### src/hdl/cscb_pkg.sv
// Shared types and constants for the CAN signal bit-field codec.
package cscb_pkg;

    localparam int FRAME_BYTES = 8;
    localparam int FRAC_BITS   = 16;

    localparam int FRAME_BITS_INT = (FRAME_BYTES * 8 > 64) ? 64 : FRAME_BYTES * 8;
    localparam logic [7:0] FRAME_BITS = 8'(FRAME_BITS_INT);

    localparam int RND_SHIFT = (2 * FRAC_BITS > 64) ? 64 : 2 * FRAC_BITS;
    localparam logic [95:0] ROUND_HALF = (RND_SHIFT == 0) ? 96'd0 : (96'd1 << (RND_SHIFT - 1));

    localparam int APB_ADDR_W = 6;
    localparam int APB_DATA_W = 64;

    localparam logic FUNC_ENCODE = 1'b0;
    localparam logic FUNC_DECODE = 1'b1;

    typedef enum logic [2:0] {
        REG_START_POSITION   = 3'd0,
        REG_FIELD_LENGTH     = 3'd1,
        REG_MOTOROLA_ORDER   = 3'd2,
        REG_SIGNED_FIELD     = 3'd3,
        REG_SCALE_FACTOR     = 3'd4,
        REG_SCALE_RECIPROCAL = 3'd5,
        REG_SCALE_OFFSET     = 3'd6
    } reg_idx_t;

    typedef struct packed {
        logic [5:0]         start_position;
        logic [6:0]         field_length;
        logic               motorola_order;
        logic               signed_field;
        logic [31:0]        scale_factor;
        logic [31:0]        scale_reciprocal;
        logic signed [63:0] scale_offset;
    } cscb_cfg_t;

endpackage

### src/hdl/cscb_regs.sv
// APB configuration register file of the CAN signal codec.
module cscb_regs
    import cscb_pkg::*;
(
    input  logic                  clk,
    input  logic                  rst_n,
    input  logic                  psel,
    input  logic                  penable,
    input  logic                  pwrite,
    input  logic [APB_ADDR_W-1:0] paddr,
    input  logic [APB_DATA_W-1:0] pwdata,
    output logic [APB_DATA_W-1:0] prdata,
    output logic                  pready,
    output cscb_cfg_t             cfg
);

    cscb_cfg_t cfg_reg;
    cscb_cfg_t cfg_next;
    reg_idx_t  idx;
    logic      wr_en;

    assign idx    = reg_idx_t'(paddr[APB_ADDR_W-1:3]);
    assign wr_en  = psel & penable & pwrite;
    assign pready = 1'b1;
    assign cfg    = cfg_reg;

    always_comb
    begin
        cfg_next = cfg_reg;
        if (wr_en)
        begin
            unique case (idx)
                REG_START_POSITION:   cfg_next.start_position   = pwdata[5:0];
                REG_FIELD_LENGTH:     cfg_next.field_length     = pwdata[6:0];
                REG_MOTOROLA_ORDER:   cfg_next.motorola_order   = pwdata[0];
                REG_SIGNED_FIELD:     cfg_next.signed_field     = pwdata[0];
                REG_SCALE_FACTOR:     cfg_next.scale_factor     = pwdata[31:0];
                REG_SCALE_RECIPROCAL: cfg_next.scale_reciprocal = pwdata[31:0];
                REG_SCALE_OFFSET:     cfg_next.scale_offset     = pwdata;
                default:              cfg_next = cfg_reg;
            endcase
        end
    end

    always_comb
    begin
        unique case (idx)
            REG_START_POSITION:   prdata = {58'd0, cfg_reg.start_position};
            REG_FIELD_LENGTH:     prdata = {57'd0, cfg_reg.field_length};
            REG_MOTOROLA_ORDER:   prdata = {63'd0, cfg_reg.motorola_order};
            REG_SIGNED_FIELD:     prdata = {63'd0, cfg_reg.signed_field};
            REG_SCALE_FACTOR:     prdata = {32'd0, cfg_reg.scale_factor};
            REG_SCALE_RECIPROCAL: prdata = {32'd0, cfg_reg.scale_reciprocal};
            REG_SCALE_OFFSET:     prdata = cfg_reg.scale_offset;
            default:              prdata = '0;
        endcase
    end

    always_ff @(posedge clk or negedge rst_n)
    begin
        if (!rst_n)
        begin
            cfg_reg.start_position   <= 6'd0;
            cfg_reg.field_length     <= 7'd8;
            cfg_reg.motorola_order   <= 1'b0;
            cfg_reg.signed_field     <= 1'b0;
            cfg_reg.scale_factor     <= 32'd65536;
            cfg_reg.scale_reciprocal <= 32'd65536;
            cfg_reg.scale_offset     <= 64'sd0;
        end
        else
        begin
            cfg_reg <= cfg_next;
        end
    end

endmodule

### config.mk
export PLATFORM = sky130hd
export DESIGN_NAME = cscb_regs
export DESIGN_NICKNAME = d
export VERILOG_FILES = /design/src/hdl/cscb_pkg.sv /design/src/hdl/cscb_regs.sv
export SDC_FILE = /design/constraint.sdc
export NUM_CORES = 1
export LEC_CHECK = 0
export BUFFER_PORTS_ARGS = -buffer_cell sky130_fd_sc_hd__buf_4
export CAP_MARGIN = 40
export CORE_ASPECT_RATIO = 0.9
export CORE_MARGIN = 10
export CORE_UTILIZATION = 48
export DETAILED_ROUTE_END_ITERATION = 7
export PLACE_DENSITY = 0.83
export SYNTH_ARGS = -nofsm -noshare
export SYNTH_HDL_FRONTEND = slang
export SYNTH_SLANG_ARGS = --single-unit
### constraint.sdc
create_clock -name clk -period 2.28 [get_ports clk]
set_clock_uncertainty 0.15 [all_clocks]
set_input_delay 0.342 -clock clk [delete_from_list [all_inputs] [get_ports clk]]
set_output_delay 0.342 -clock clk [all_outputs]
set_load 0.005 [all_outputs]
# == Word-level counts from Yosys, hierarchy flattened ==
# Cells that the tools add are included.
# Widths: inputs -> output; s select.
# word_totals
word_cells,24
reg_bits,143
out_inout_bits,208
in_bits,75
# classes
bitwise_logic,2
n_eq_ne,6
n_reduce_logical,8
muxes,1
# ops
operator,n
$pmux 64 s7,1
$reduce_and 2->1,7
$eq 3x3->1 const B,3
$eq 3x2->1 const B,2
$eq 3x1->1 const B,1
$logic_not 3->1,1
$and 1x1->1,2

# == Longest topological paths before layout ==
# depth
depth_word,3
mapped_depth,6
mapped_depth_nobuf,3

# == Worst setup path after synthesis ==
# Ideal clock, no wire load.
# synth_path
path_type,input to output
start,input port paddr[3]
end,output port prdata[2]
path_buffers,3
arrival_time_ps,1376
cell_stages,6
slack_ps,412
required_time_ps,1788
path_cell_list,buf_4 -> buf_2 -> buf_2 -> mux2_2 -> nand2_1 -> a21oi_1
# synth_between
elab_chain_cells,2
word_cells_on_any_way,8
classes_between,6 x eq/ne; 1 x mux; 1 x reduce/logical
# synth_lines
element,line,text
"start, declared",cscb_regs.sv:10,"input logic [APB_ADDR_W-1:0] paddr,"
$eq 3x3->1 (tied with other cells),cscb_regs.sv:47,unique case (idx)
$pmux 64 s7 *,cscb_regs.sv:47,
"end, declared",cscb_regs.sv:12,"output logic [APB_DATA_W-1:0] prdata,"
# Every way passes the cells marked *; elsewhere a longest branch is shown, timed or not.

# == Worst setup path in the final report ==
# layout_path
start,register cfg_reg (netlist bit cfg[137])
end,output port prdata[0]
# layout_between
elab_chain_cells,1
# layout_lines
element,line,text
"start, declared",cscb_regs.sv:17,cscb_cfg_t cfg_reg;
"start signal, assigned",cscb_regs.sv:73,cfg_reg <= cfg_next;
$pmux 64 s7,cscb_regs.sv:47,
# Every way passes these cells.

==> impl_metrics.ini <==
[outcome]
status = finished clean

[final_layout]
diodes = 0
num-fill-cells = 870
fin_nets = 895
areaGrowthSynthToFinish_pct = 49.5
final_layout_size_suffix_gt1_share_pct = 60.1
finalInstanceArea_mm2 = 0.0100
largest_reg_flops = 143

[setup_path]
cp.required_ps = 1790
endpoint_kind = output port
arrival_ps = 1610
crit_type = register to output port
critPathLaunchType = register
path_max_fanout = 3

[routing]
drc = 0
wl_per_cell_um = 22.3
via_per_inst = 5.36
top_layer = met4
first_iter_violations = 259
wl_met1_mm = 8.09
dr_wl_met3_mm = 2.32
dr.pass1.iters = 4
wl_met2_mm = 11.2
ant_nets = 0
num_vias = 5364
routed_wl_mm = 22.4

[floorplan]
pin_count = 283
die-area_mm2 = 0.0191
initial_core_util_pct = 49.6
row_count = 40
die_y_um = 132
core_region_area_mm2 = 0.0135
dieWidth_um = 145

[synth]
synth_top_area_share_pct = 52.2
synth.most_common_cell = mux2_2
ys_seq_elements = 143
synth.avg_cell_area_um2 = 13.1
synth_nets = 586
synth_warnings = 0
synth_common_cells = mux2_2, dfrtp_1, nand2_1
synth_edf_count = 0
syn_inst = 511
yosysUniqueCellTypes = 38
async_reset_ff_share_pct = 100
yosys.area.top_type = dfrtp_1
synth_area_mm2 = 0.00671
ys.flop_type = dfrtp_1
yosys-top-cells-area = dfrtp_1, mux2_2, nand2_1, and2_1, a21boi_0
synth-seq-area-share_pct = 53.4

[cts]
cts_tree = yes
clkTransAtPathRegs_ps = 60
cts_root_buf = clkbuf_16
clock_path_buffers = 2
cts.sinks = 143
htree_num_levels = 4
cts_setup_buffers = 0
cts_buffers = 17
clk_latency_ps = 420

[grt]
grt_overflow_total = 0
grt_pass1_vias = 5958
grt_max_degree = 59
grt_pass1_wl_mm = 34.5
grt_util_all_layers_pct = 23.2
antenna_found_initial = 0

[place]
port_buffers = 278
dp_slack_ps = 278
globalplace.congestion = 0.901
dp_hpwl_mm = 16.1
place_area_mm2 = 0.00904

[power_and_ir_drop]
powerDensity_mw_per_mm2 = 884
peakVddDrop_mv = 0.756
p_total_uw = 8870
p_leak_uw = 0.00492

[hold_path]
worstHoldPathType = input pin to register

[job]
cap_violations = 0

[timing]
finalSetupTns_ps = 0
holdWs_ps = 17.4
drv_slew = 0
post-route-period-util_pct = 92.1
hold_viol = 0
finalSetupViolations = 0
rsz0062_at_grt = no
fin_crit_ps = 2100
clock.fmax_mhz = 476
fin_ws_ps = 180
-- worst paths after layout --
| path | from | to | slack [ps] | cells after the start |
|---|---|---|---|---|
| min in group asynchronous | rst_n | cfg[109]$_DFFE_PN0P_ | 230 | 2 |
| worst max-delay path | cfg[137]$_DFFE_PN0P_ | prdata[0] | 180 | 5 |
| worst min-delay path | pwdata[33] | cfg[33]$_DFFE_PN0P_ | 20 | 2 |
| worst min register to register | cfg[13]$_DFFE_PN0P_ | cfg[13]$_DFFE_PN0P_ | 370 | 1 |
| max in group asynchronous | rst_n | cfg[112]$_DFFE_PN1P_ | 1090 | 3 |
| worst max register to register | cfg[65]$_DFFE_PN0P_ | cfg[65]$_DFFE_PN0P_ | 1300 | 1 |
-- worst max-delay path, cell delays in order, from the launching register on --
cell and delay (ps):
dfrtp_1 410, nor2b_1 140, a211oi_1 240, o31ai_1 110
buf_4 150, buf_4 130
-- power breakdown --
group	leakage, uW	internal (uW)	switching [uW]
clock network	0.000336	2190	1070
registers	0.00182	3050	442
logic	0.00277	1320	791
-- placed cells by master, fill, tap and decap left out, drive strengths merged, types with 4 or more instances in the layout --
master       count
buf            297
mux2           169
dfrtp          140
nand2           57
and2            33
dlygate4sd3     29
a21boi          26
clkbuf          18
mux2i            7
bufinv           7
nor3             4
clkinv           4
-- metal layers --
layer	vias up	GRT usage [%]
met4	0	8.81
met2	228	39.2
met1	2672	24.8
met3	51	10.1
li1	2413	-
met5	-	0
-- area by class of cell --
class,count,area [um2],share of cell area [%]
repair buffers,326,2620,26.2
flip-flops and latches,143,3580,35.7
clock buffers,18,439,4.38
clock inverters,14,262,2.61
inverters,2,7.51,0.0749
multi-input cells,330,2910,29.0
well taps,168,210,2.10
-- stage by stage --
stage,std cells,util [%]
after floorplan,511,-
after global placement,940,66.9
after detailed placement,940,66.9
after CTS,1000,74.1
after global routing,1001,74.2
final,1001,74.2
-- what timing repair did --
action	4_1_cts	5_1_grt
endpoints found under the hold margin	57	1
hold buffers	28	1
resized for setup	0	0
setup endpoints to repair	0	0
-- kinds of logic after synthesis --
family                 synth area share [%]
AND/OR/NAND/NOR                        8.95
multiplexers                           29.4
AO/OA/AOI/OAI                          4.74
other                                0.0559
flip-flops                             53.4
buffers and inverters                  3.43
(Power assumes the default switching activity.)
