## src/hdl/cscb_pkg.sv

```systemverilog
// Shared types and constants for the CAN signal bit-field codec.
package cscb_pkg;

    localparam int FRAME_BYTES = 8;
    localparam int FRAC_BITS   = 16;

    localparam int FRAME_BITS_INT = (FRAME_BYTES * 8 > 64) ? 64 : FRAME_BYTES * 8;
    localparam logic [7:0] FRAME_BITS = 8'(FRAME_BITS_INT);

    localparam int RND_SHIFT = (2 * FRAC_BITS > 64) ? 64 : 2 * FRAC_BITS;
    localparam logic [95:0] ROUND_HALF = (RND_SHIFT == 0) ? 96'd0 : (96'd1 << (RND_SHIFT - 1));

    localparam int APB_ADDR_W = 6;
    localparam int APB_DATA_W = 64;

    localparam logic FUNC_ENCODE = 1'b0;
    localparam logic FUNC_DECODE = 1'b1;

    typedef enum logic [2:0] {
        REG_START_POSITION   = 3'd0,
        REG_FIELD_LENGTH     = 3'd1,
        REG_MOTOROLA_ORDER   = 3'd2,
        REG_SIGNED_FIELD     = 3'd3,
        REG_SCALE_FACTOR     = 3'd4,
        REG_SCALE_RECIPROCAL = 3'd5,
        REG_SCALE_OFFSET     = 3'd6
    } reg_idx_t;

    typedef struct packed {
        logic [5:0]         start_position;
        logic [6:0]         field_length;
        logic               motorola_order;
        logic               signed_field;
        logic [31:0]        scale_factor;
        logic [31:0]        scale_reciprocal;
        logic signed [63:0] scale_offset;
    } cscb_cfg_t;

endpackage

```

## src/hdl/cscb_field_insert.sv

```systemverilog
// Merges a raw value into the configured signal field of a frame.
module cscb_field_insert
    import cscb_pkg::*;
(
    input  cscb_cfg_t   cfg,
    input  logic [63:0] frame_old,
    input  logic [63:0] raw,
    output logic [63:0] frame_new
);

    logic [6:0] len;
    logic       len_ok;
    logic [5:0] start_key;

    always_comb
    begin
        len       = cfg.field_length;
        len_ok    = (len != 7'd0) && (len <= 7'd64);
        start_key = cfg.motorola_order ? (cfg.start_position ^ 6'd7) : cfg.start_position;
        for (int p = 0; p < 64; p++)
        begin : g_scatter
            logic [5:0] pos_key;
            logic [7:0] walk_idx;
            logic [5:0] rb;
            logic       hit;
            pos_key  = cfg.motorola_order ? (6'(p) ^ 6'd7) : 6'(p);
            walk_idx = {2'b00, pos_key} - {2'b00, start_key};
            hit      = len_ok && !walk_idx[7] && (walk_idx < 8'(len)) && (8'(p) < FRAME_BITS);
            rb       = cfg.motorola_order ? 6'(len - 7'd1 - walk_idx[6:0]) : walk_idx[5:0];
            frame_new[p] = hit ? raw[rb] : frame_old[p];
        end
    end

endmodule

```

## config.mk

```make
export PLATFORM = sky130hd
export DESIGN_NAME = cscb_field_insert
export DESIGN_NICKNAME = d
export VERILOG_FILES = /design/src/hdl/cscb_pkg.sv /design/src/hdl/cscb_field_insert.sv
export SDC_FILE = /design/constraint.sdc
export NUM_CORES = 1
export LEC_CHECK = 0
export ABC_AREA = 0
export ABC_CLOCK_PERIOD_IN_PS = 5180
export BUFFER_PORTS_ARGS = -buffer_cell sky130_fd_sc_hd__buf_2
export CAP_MARGIN = 20
export CORE_ASPECT_RATIO = 1.4
export CORE_MARGIN = 5
export CORE_UTILIZATION = 40
export DETAILED_ROUTE_END_ITERATION = 16
export PLACE_DENSITY_LB_ADDON = 0.2
export SETUP_SLACK_MARGIN = 0.5
export SLEW_MARGIN = 10
export SYNTH_ARGS = -nofsm -noshare
export SYNTH_HDL_FRONTEND = slang
export SYNTH_SLANG_ARGS = --single-unit
```

## constraint.sdc

```tcl
create_clock -name vclk -period 5.18
set_clock_uncertainty 0.05 [all_clocks]
set_input_delay 0 -clock vclk [all_inputs]
set_output_delay 0 -clock vclk [all_outputs]
set_load 0.03 [all_outputs]
```

# == Word-level counts from Yosys, hierarchy flattened ==
# Index checks and enable logic that the tools add are counted.
# word_totals
in_bits,271
wordCells,774
ff_bits,0
# op_classes
bitwise,1
n_lt_le_gt_ge,129
reduce_logical,194
muxes,321
addsub,129
# ops
operator,count
$lt A8 B7 Y1,64
$lt A6 B7 Y1 const B,64
$bmux W1 S6,64
$mux W6,64
$sub A6 B6 Y6,64
$sub A6 B6 Y7,32
$mux W3,65
$logic_and A1 B1 Y1,129
$mux W1,128
$sub A5 B6 Y7,16
$logic_not A1 Y1,64
$sub A3 B6 Y7,8
$sub A4 B6 Y7,8
$le A7 B7 Y1 const B,1
$reduce_bool A7 Y1,1
$sub A6 B1 Y6 const B,1
$not A3 Y3,1

# == Longest topological paths before layout ==
# logic_depth
ltp_word,8
depth_mapped,23

# == Least setup slack after synthesis ==
# Ideal clock, no wire load.
# synth_timing
kind,input-to-output
start,input cfg[129] (netlist name)
end,output frame_new[33]
setup_slack_ns,-0.239
n_path_buf,8
arrival_ns,5.369
path_stages,22
required_ns,5.130
path_cell_list,inv_1 > buf_6 > buf_2 > buf_2 > buf_1 > clkbuf_1 > ha_1 > buf_2 > buf_2 > buf_2 > nand3_1 > a21oi_1 > a211oi_1 > xnor2_1 > inv_1 > ha_1 > or3_1 > a31oi_1 > mux4_2 > mux2_2 > nor3_1 > o31ai_1
# synth_via
elab_chain_len,7
# synth_rtl
item,line,rtl
"start, declared",cscb_field_insert.sv:5,"input cscb_cfg_t cfg,"
"$mux W3, on equally long branches","cscb_field_insert.sv:26, cscb_field_insert.sv:19",
$sub A6 B6 Y7,cscb_field_insert.sv:27,"walk_idx = {2'b00, pos_key} - {2'b00, start_key};"
$sub A6 B6 Y6,cscb_field_insert.sv:29,rb = cfg.motorola_order ? 6'(len - 7'd1 - walk_idx[6:0]) : walk_idx[5:0];
$mux W6,cscb_field_insert.sv:29,
$bmux W1 S6,cscb_field_insert.sv:30,frame_new[p] = hit ? raw[rb] : frame_old[p];
$mux W1 (implied by the code),cscb_field_insert.sv:30,
$mux W1 (*),cscb_field_insert.sv:30,
"end, declared",cscb_field_insert.sv:8,output logic [63:0] frame_new
# Every way passes the cells marked *; elsewhere a longest branch is shown, timed or not. The select of a mux whose other input is x is not followed.

# == Worst setup path in the final report ==
# layout_timing
start,input cfg[129] (netlist name)
end,output frame_new[0]
# layout_via
elab_chain_len,7
# layout_rtl
item,line
"$mux W3, on equally long branches","cscb_field_insert.sv:26, cscb_field_insert.sv:19"
$sub A3 B6 Y7,cscb_field_insert.sv:27
$sub A6 B6 Y6,cscb_field_insert.sv:29
$mux W6,cscb_field_insert.sv:29
$bmux W1 S6,cscb_field_insert.sv:30
$mux W1 (implied by the code),cscb_field_insert.sv:30
$mux W1 (*),cscb_field_insert.sv:30
# Marks and branches as above.

==> impl_metrics.py <==
metrics = {
    "floorplan": {
        "die_w_um": 181,
        "pin_count": 335,
        "core-area_um2": 40400,
        "start_util": 0.404,
        "die_h_um": 249,
        "row_count": 87,
        "dieArea_um2": 45000,
    },
    "yosys": {
        "synth_top_cell_by_area": "ha_1",
        "syn_area_per_cell_um2": 7.75,
        "synth.most_common_cell": "o21ai_0",
        "synth_common_cells": "o21ai_0 (223), ha_1 (200), inv_1 (188)",
        "syn_area_um2": 16300,
        "synth.area.top_cells": "ha_1 (15%), mux4_2 (10%), mux2i_1 (8.2%)",
        "synth.distinct_cells": 83,
        "netlist_instances": 2105,
        "synth.net_count": 2580,
        "yosysTopAreaCellShare": 0.153,
        "seq_area_frac_synth": 0,
        "yosys_warnings": 0,
    },
    "global_routing": {
        "grt_pass1_vias": 17352,
        "antenna_found_initial": 1,
        "grt_overflow": 0,
        "grt_pass1_wl_um": 101000,
        "grt_max_degree": 87,
        "grt_usage": 0.280,
    },
    "place": {
        "place_hpwl_um": 55300,
        "gp_congestion": 1.03,
        "io_buffers": 206,
        "pre_cts_ws_ns": 0.449,
        "dp.cells": 2808,
    },
    "power_and_ir_drop": {
        "peakVddDrop_mv": 0.136,
        "leakage_nw": 7.80,
        "power_density_nw_per_um2": 280,
    },
    "timing": {
        "hold_viol_final": 0,
        "drv_slew": 0,
        "worst_slew_pin_slew_ns": 1.11,
        "whs_ns": 0.329,
        "slew_headroom": 0.256,
        "setup_viol": 0,
        "worst_slack_ns": 0.691,
        "finalCriticalPeriod_ns": 4.49,
        "setup-tns-final_ns": 0,
        "period_share": 0.867,
        "rsz0062_at_grt": "false",
        "max_freq_ghz": 0.223,
    },
    "setup_path": {
        "startpoint_type": "primary input",
        "startpoint": "cfg[129]",
        "worstPathRequired_ns": 5.13,
        "end_kind": "output port",
        "cp_max_fo": 30,
        "worstSetupPathType": "in2out",
        "cp.arrival_ns": 4.44,
    },
    "worst_hold_path": {
        "hold_depth": 4,
        "min_from": "frame_old[59]",
        "hold_class": "in2out",
    },
    "route": {
        "wl_per_cell_um": 24.0,
        "drc": 0,
        "drtIter0Drc": 1224,
        "wl_um": 67500,
        "ant_nets": 0,
        "num_vias": 18087,
        "dr.pass1.iters": 7,
        "viasPerCell": 6.44,
    },
    "layout": {
        "nClkBuffers": 0,
        "nets": 2751,
        "fill_cells": 4110,
        "finalNonFillerCells": 2809,
        "n_sequential_cell": 0,
        "seq_area_um2": 0,
        "area_growth_pct": 12.7,
        "final_layout_size_suffix_gt1_frac": 0.248,
    },
    "flow_run": {
        "drv_cap": 0,
    },
    "run_status": {
        "run_status": "complete, no violations",
    },
    "clock_tree": {
        "postCtsSetupBuffers": 0,
    },
}
placed cells by master (no fill, tap or decap), types with 22 or more instances in the layout:
| cell | Yosys | layout |
|---|---|---|
| ha_1 | 200 | 198 |
| nand4_1 | 33 | 33 |
| a31o_2 | 23 | 23 |
| o31ai_2 | 3 | 29 |
| o21ai_0 | 223 | 222 |
| buf_4 | 11 | 59 |
| xnor2_1 | 98 | 95 |
| a21boi_0 | 48 | 48 |
| nand2_1 | 65 | 65 |
| a31oi_1 | 35 | 32 |
| inv_1 | 188 | 185 |
| nor3_1 | 47 | 47 |
| or2_2 | 36 | 36 |
| or3_1 | 45 | 45 |
| a211oi_1 | 26 | 25 |
| buf_2 | 34 | 204 |
| a21oi_1 | 163 | 162 |
| mux4_2 | 74 | 76 |
| mux2i_1 | 133 | 131 |
| o31ai_1 | 53 | 27 |
| a21o_1 | 22 | 22 |
| o21a_1 | 67 | 67 |
| xor2_1 | 31 | 29 |
| mux2_2 | 52 | 52 |
| nor2_1 | 59 | 59 |
where the power goes:
part / internal [mW] / switching [mW]
Sequential: 0 / 0
Clock: 0.0000000109 / 0
Combinational: 2.05 / 3.10
Total: 2.05 / 3.10
metrics by stage:
step                      cell area, um^2  total power, mW  utilization
after floorplan                     16600             3.63            -
after global placement              18300             4.94        0.454
after detailed placement            18300             5.03        0.454
after CTS                           18300             5.06        0.454
after global routing                18400             5.51        0.456
final                               18400             5.15        0.456
metal layers:
metal,share of wire,global-route usage,routed length (um),vias to the layer above
met4,0.060,0.130,4050,2
li1,-,-,-,8381
met1,0.39,0.341,26100,8679
met2,0.49,0.497,33100,842
met3,0.064,0.0245,4310,183
met5,0.00019,0,13,-
layout make-up:
class / count / area, um^2 / share of cell area
multi-input combinational: 1812 / 15500 / 0.840
timing repair buffer: 270 / 1550 / 0.0843
inverter: 192 / 721 / 0.0392
tap: 534 / 668 / 0.0363
antenna: 1 / 2.50 / 0.000136
path summary, 6_finish.rpt:
path,endpoint,slack (ns)
setup / recovery,frame_new[0],0.69
hold / removal,frame_new[59],0.33
cell families (layout without fill, tap and decap cells):
family	after synthesis	in the layout	synth area share
AO/OA/AOI/OAI	760	760	0.299
AND/OR/NAND/NOR	443	443	0.157
buffers and inverters	293	462	0.0739
multiplexers	271	271	0.237
adder cells (fa/ha/maj)	204	204	0.158
XOR/XNOR	134	134	0.0746
other	0	1	0
critical path, stage by stage:
cell	delay (ns)
buf_6	0.16
inv_2	0.22
buf_4	0.49
ha_1	0.32
nand2b_1	0.09
a211oi_1	0.41
nor2_1	0.20
xnor2_1	0.39
inv_1	0.12
ha_1	0.33
o21a_1	0.13
or3_1	0.32
and4_1	0.25
or4_1	0.54
o221ai_2	0.20
buf_2	0.23
repair_timing:
action                     in CTS  in global routing
hold buffers                    0                  0
resized for setup               2                 19
setup endpoints to repair       8                 57
Power figures use the tool's default switching activity.
